$ cat config.mk
export PLATFORM = sky130hd
export DESIGN_NAME = mfw_merge
export DESIGN_NICKNAME = d
export VERILOG_FILES = /design/src/hdl/mfw_pkg.sv /design/src/hdl/mfw_merge.sv
export SDC_FILE = /design/constraint.sdc
export NUM_CORES = 2
export LEC_CHECK = 0
export BUFFER_PORTS_ARGS = -buffer_cell sky130_fd_sc_hd__clkbuf_2
export CAP_MARGIN = 10
export CELL_PAD_IN_SITES_DETAIL_PLACEMENT = 0
export CELL_PAD_IN_SITES_GLOBAL_PLACEMENT = 1
export CORE_MARGIN = 2
export CORE_UTILIZATION = 26
export DETAILED_ROUTE_END_ITERATION = 6
export PLACE_DENSITY = 0.54
export SETUP_SLACK_MARGIN = 0.05
export SYNTH_ARGS = -nofsm -noshare
export SYNTH_HDL_FRONTEND = slang
export SYNTH_SLANG_ARGS = --single-unit
export TNS_END_PERCENT = 1
$ cat constraint.sdc
create_clock -name aclk -period 11.6 [get_ports aclk]
set_input_delay 2.32 -clock aclk [delete_from_list [all_inputs] [get_ports aclk]]
set_output_delay 2.32 -clock aclk [all_outputs]
set_load 0.02 [all_outputs]
$ cat src/hdl/mfw_pkg.sv
package mfw_pkg;

    // field and register widths
    localparam int OFF_W  = 16;
    localparam int CFG_W  = 16;
    localparam int IDX_W  = 8;
    localparam int AXIS_W = 32;
    localparam int WGT_W  = 32;

    // internal datapath widths
    localparam int DIST_W = 20;                      // distance, Q4.16
    localparam int SQ_W   = 2 * DIST_W;              // d*d before rounding
    localparam int D2_W   = 24;                      // d^2, Q8.16
    localparam int CUBE_W = D2_W + DIST_W;           // d2*d before rounding
    localparam int D3_W   = 28;                      // d^3, Q12.16
    localparam int COEF_W = 24;                      // cubic coefficients, Q.14
    localparam int P3_W   = COEF_W + D3_W + 1;
    localparam int P2_W   = COEF_W + D2_W + 1;
    localparam int P1_W   = COEF_W + DIST_W + 1;
    localparam int SUM_W  = 56;
    localparam int T_W    = SUM_W - 7;               // |sum| / 128
    localparam int PROD_W = 2 * AXIS_W;
    localparam int WQ_W   = PROD_W - 24;

    // pipeline depth
    localparam int LANE_STAGES  = 10;
    localparam int MERGE_STAGES = 3;
    localparam int PIPE_DEPTH   = LANE_STAGES + MERGE_STAGES;

    localparam int DEFAULT_COORD_FRAC_BITS = 12;

    localparam logic [DIST_W-1:0] DIST_ONE = 20'h10000;
    localparam logic [DIST_W-1:0] DIST_MAX = 20'hFFFFF;

    // floor(x/3) = (x * RECIP3) >> 20 for x < 2^19
    localparam logic [18:0] RECIP3 = 19'd349526;

    // axis clip thresholds on |sum|/128, ahead of the divide by three
    localparam logic [T_W-1:0] AXIS_BIG_POS = 49'd6442450944;
    localparam logic [T_W-1:0] AXIS_BIG_NEG = 49'd6442450947;

    localparam logic [31:0] S32_MAX = 32'h7FFF_FFFF;
    localparam logic [31:0] S32_MIN = 32'h8000_0000;

    // config reset values
    localparam logic [CFG_W-1:0] BLUR_B_RST = 16'd5461;
    localparam logic [CFG_W-1:0] RING_C_RST = 16'd5461;
    localparam logic [CFG_W-1:0] INV_R_RST  = 16'd2048;

    typedef enum logic [IDX_W-1:0] {
        REG_BLUR_B       = 8'd0,
        REG_RING_C       = 8'd1,
        REG_INV_RADIUS_X = 8'd2,
        REG_INV_RADIUS_Y = 8'd3
    } cfg_reg_t;

    typedef struct packed {
        logic [CFG_W-1:0] blur_b;
        logic [CFG_W-1:0] ring_c;
    } shape_cfg_t;

    typedef struct packed {
        logic signed [COEF_W-1:0] a3;
        logic signed [COEF_W-1:0] a2;
        logic signed [COEF_W-1:0] a1;
        logic signed [COEF_W-1:0] a0;
    } coef_t;

    // Mitchell-Netravali cubic coefficients in Q.14 (times six)
    function automatic coef_t mfw_coeffs(input shape_cfg_t cfg, input logic far);
        logic signed [COEF_W-1:0] bs;
        logic signed [COEF_W-1:0] cs;
        coef_t r;
        bs = $signed({8'd0, cfg.blur_b});
        cs = $signed({8'd0, cfg.ring_c});
        if (far) begin
            r.a3 = -bs - 24'sd6 * cs;
            r.a2 = 24'sd6 * bs + 24'sd30 * cs;
            r.a1 = -(24'sd12 * bs) - 24'sd48 * cs;
            r.a0 = 24'sd8 * bs + 24'sd24 * cs;
        end else begin
            r.a3 = 24'sd196608 - 24'sd9 * bs - 24'sd6 * cs;
            r.a2 = -24'sd294912 + 24'sd12 * bs + 24'sd6 * cs;
            r.a1 = '0;
            r.a0 = 24'sd98304 - 24'sd2 * bs;
        end
        return r;
    endfunction

endpackage

$ cat src/hdl/mfw_merge.sv
module mfw_merge
    import mfw_pkg::*;
(
    input  logic                     aclk,
    input  logic [MERGE_STAGES-1:0]  stage_en,
    input  logic signed [AXIS_W-1:0] wx,
    input  logic signed [AXIS_W-1:0] wy,
    input  logic                     sat_x,
    input  logic                     sat_y,
    output logic signed [WGT_W-1:0]  weight,
    output logic                     saturated
);

    logic signed [PROD_W-1:0] prod_reg;
    logic                     sat_p_reg;

    logic [PROD_W-1:0] prod_mag;
    logic [PROD_W-1:0] prod_rnd;
    logic [WQ_W-1:0]   q_reg;
    logic              neg_reg;
    logic              sat_q_reg;

    logic              clip;
    logic [WQ_W-1:0]   q_neg;

    always_comb begin
        prod_mag = prod_reg[PROD_W-1] ? PROD_W'(-prod_reg) : PROD_W'(prod_reg);
        prod_rnd = prod_mag + (64'd1 << 23);
        clip     = neg_reg ? (q_reg > 40'h80000000) : (q_reg > 40'h7FFFFFFF);
        q_neg    = ~q_reg + 40'd1;
    end

    always_ff @(posedge aclk) begin
        if (stage_en[0]) begin
            prod_reg  <= wx * wy;
            sat_p_reg <= sat_x | sat_y;
        end
        if (stage_en[1]) begin
            q_reg     <= prod_rnd[PROD_W-1:24];
            neg_reg   <= prod_reg[PROD_W-1];
            sat_q_reg <= sat_p_reg;
        end
        if (stage_en[2]) begin
            if (clip) begin
                weight <= neg_reg ? $signed(S32_MIN) : $signed(S32_MAX);
            end else begin
                weight <= neg_reg ? $signed(q_neg[WGT_W-1:0]) : $signed(q_reg[WGT_W-1:0]);
            end
            saturated <= sat_q_reg | clip;
        end
    end

endmodule

==> impl_metrics.ini <==
[global_routing]
grt_pass1_wl_um = 207000
grt_antenna_before_repair = 10
grt_overflow = 0
grt_pass1_vias = 33000
grt_start_max_net_pins = 66
grt_usage = 0.157

[detailed_routing]
wire_per_inst_um = 19.6
dr.pass1.iters = 5
drtIter0Drc = 1640
vias = 29800
drt_wl_total_um = 132000
vias_per_cell = 4.42
drcViolationCount = 0
antenna_left = 0

[final_layout]
final_area_um2 = 47300
layout-drive-gt1-share = 0.0552
fillers = 17600
largest_register_ffs = 64
final_cell_mix = fa_1 (1082), inv_1 (1007), nand2_1 (580)
final_common_cell = fa_1
finalNetCount = 5857
synthToLayoutAreaGrowth_pct = 8.04

[floorplan]
die_width_um = 414
rows = 150
dieHeight_um = 414
core_um2 = 167000
io_pins = 103
start_util = 0.262
die-area_um2 = 172000

[worst_hold_path]
hold_end = sat_q_reg
whs_path_depth = 0
hp-class = reg -> reg
hp-start = sat_p_reg

[critical_path]
required_ps = 11790
crit_buf_inv = 6
endpoint_kind = register
cp_top_family = adder cells
rr_startpoint = prod_reg[6]
path_max_fanout = 26
crit_slowest_cell = clkbuf_2
cp.arrival_ps = 10490
cp.depth = 26
start_kind = primary input
r2r_end = q_reg[16]
crit_type = in -> reg
crit_path_frequent_cell = fa_1
max_stage_delay_ps = 650
reg2reg_slack_ps = 6930
reg2reg_depth = 10

[synthesis]
ys.flop_type = edfxtp_1
syn_area_um2 = 43800
syn-instance-count = 4562
ys_seq_area_frac = 0.0960
synth_seq_cells = 140
synthesis.nets = 5900
yosys_warnings = 0
synth_edf_count = 140
syn_avg_cell_area_um2 = 9.59
synth_cell_type_count = 89
async_reset_ff_frac = 0

[timing]
post-route-min-period_ps = 10310
fmax_ghz = 0.0970
final_hold_viol_count = 0
finalWorstSetupSlack_ps = 1290
worst_slew_pin_slew_ps = 1000
hold_slack_ps = 421
final_max_slew_viol_count = 0
fin_crit_sh = 0.889
rsz0062_at_grt = false
tns_ps = 0
slew_headroom = 0.331
clock_skew_ps = 11.4
setup_viol = 0

[placement]
dpl_cell_area_um2 = 46700
dp_hpwl_um = 110000
gp_congestion = 0.842
port-buffer-count = 102
dp_slack_ps = 786

[clock_network]
cts_hold_buffers = 0
clkLatencyLatePin_ps = 440
cts.htree.levels = 4
clkSinkCount = 140
path_clk_slew_ps = 70
cts_buffer_depth = 2
cts_resized = 0
cts_made_buffers = 17
cts_tree = built
post-cts-setup-buffers = 0
cts_root_buffer = clkbuf_16

[run]
maxCapViolations = 0

[status]
status = complete, no violations
[cell usage after synthesis, types with 21 or more instances]
master | n | area (µm²)
a21o_1 | 55 | 413
o21ai_0 | 53 | 265
xnor2_1 | 91 | 797
nor4_1 | 21 | 131
edfxtp_1 | 140 | 4200
and2_1 | 502 | 3140
xor2_1 | 42 | 368
ha_1 | 186 | 2330
nor2_1 | 114 | 428
nor3_1 | 30 | 150
nand3_1 | 30 | 150
a21oi_1 | 91 | 455
fa_1 | 1082 | 21700
inv_1 | 1007 | 3780
nor2b_1 | 28 | 175
or3_1 | 23 | 144
clkbuf_1 | 223 | 837
nand2_1 | 580 | 2180
o22ai_1 | 24 | 150
[layout make-up]
| class | instances | area (µm²) | area share |
|---|---|---|---|
| inverters | 1007 | 3780 | 0.0799 |
| clock inverters | 15 | 205 | 0.00434 |
| multi-input cells | 3179 | 34900 | 0.737 |
| well taps | 2204 | 2760 | 0.0583 |
| repair buffers | 174 | 1060 | 0.0225 |
| clock buffers | 17 | 425 | 0.00900 |
| flip-flops and latches | 140 | 4200 | 0.0889 |
| diodes | 1 | 2.50 | 0.0000529 |
[worst max path at each step]
stage,from,end,slack (ps)
after floorplan,wx[31],prod_reg[62],1820
after global placement,wx[19],prod_reg[59],760
after detailed placement,wx[19],prod_reg[59],790
after CTS,wx[19],prod_reg[59],1280
after global routing,wx[19],prod_reg[59],880
final,wx[19],prod_reg[59],1290
[cell families after synthesis]
logic type,Yosys count,synth area share
adders and majority gates,1269,0.548
buffers and inverters,1243,0.108
DFF,140,0.0960
AOI/OAI and AO/OA,330,0.0501
muxes,13,0.00300
xor gates and xnor gates,133,0.0266
and+or+nand+nor,1434,0.168
[stage by stage]
| step | instances | util |
|---|---|---|
| global placement | 6704 | 0.279 |
| global route | 6736 | 0.283 |
| CTS | 6736 | 0.283 |
| finish | 6737 | 0.283 |
| floorplan | 4562 | - |
| detailed placement | 6704 | 0.279 |
[per-layer routing]
| layer | vias up | wire length [µm] | global-route usage |
|---|---|---|---|
| met2 | 668 | 59200 | 0.248 |
| met3 | 89 | 6800 | 0.0236 |
| li1 | 13500 | - | - |
| met4 | 4 | 1840 | 0.0230 |
| met1 | 15600 | 64000 | 0.230 |
| met5 | - | 23 | 0 |
Power is left out: the tool's default activity adds up to more than one toggle a clock period on the data nets, which glitch-free logic cannot reach.
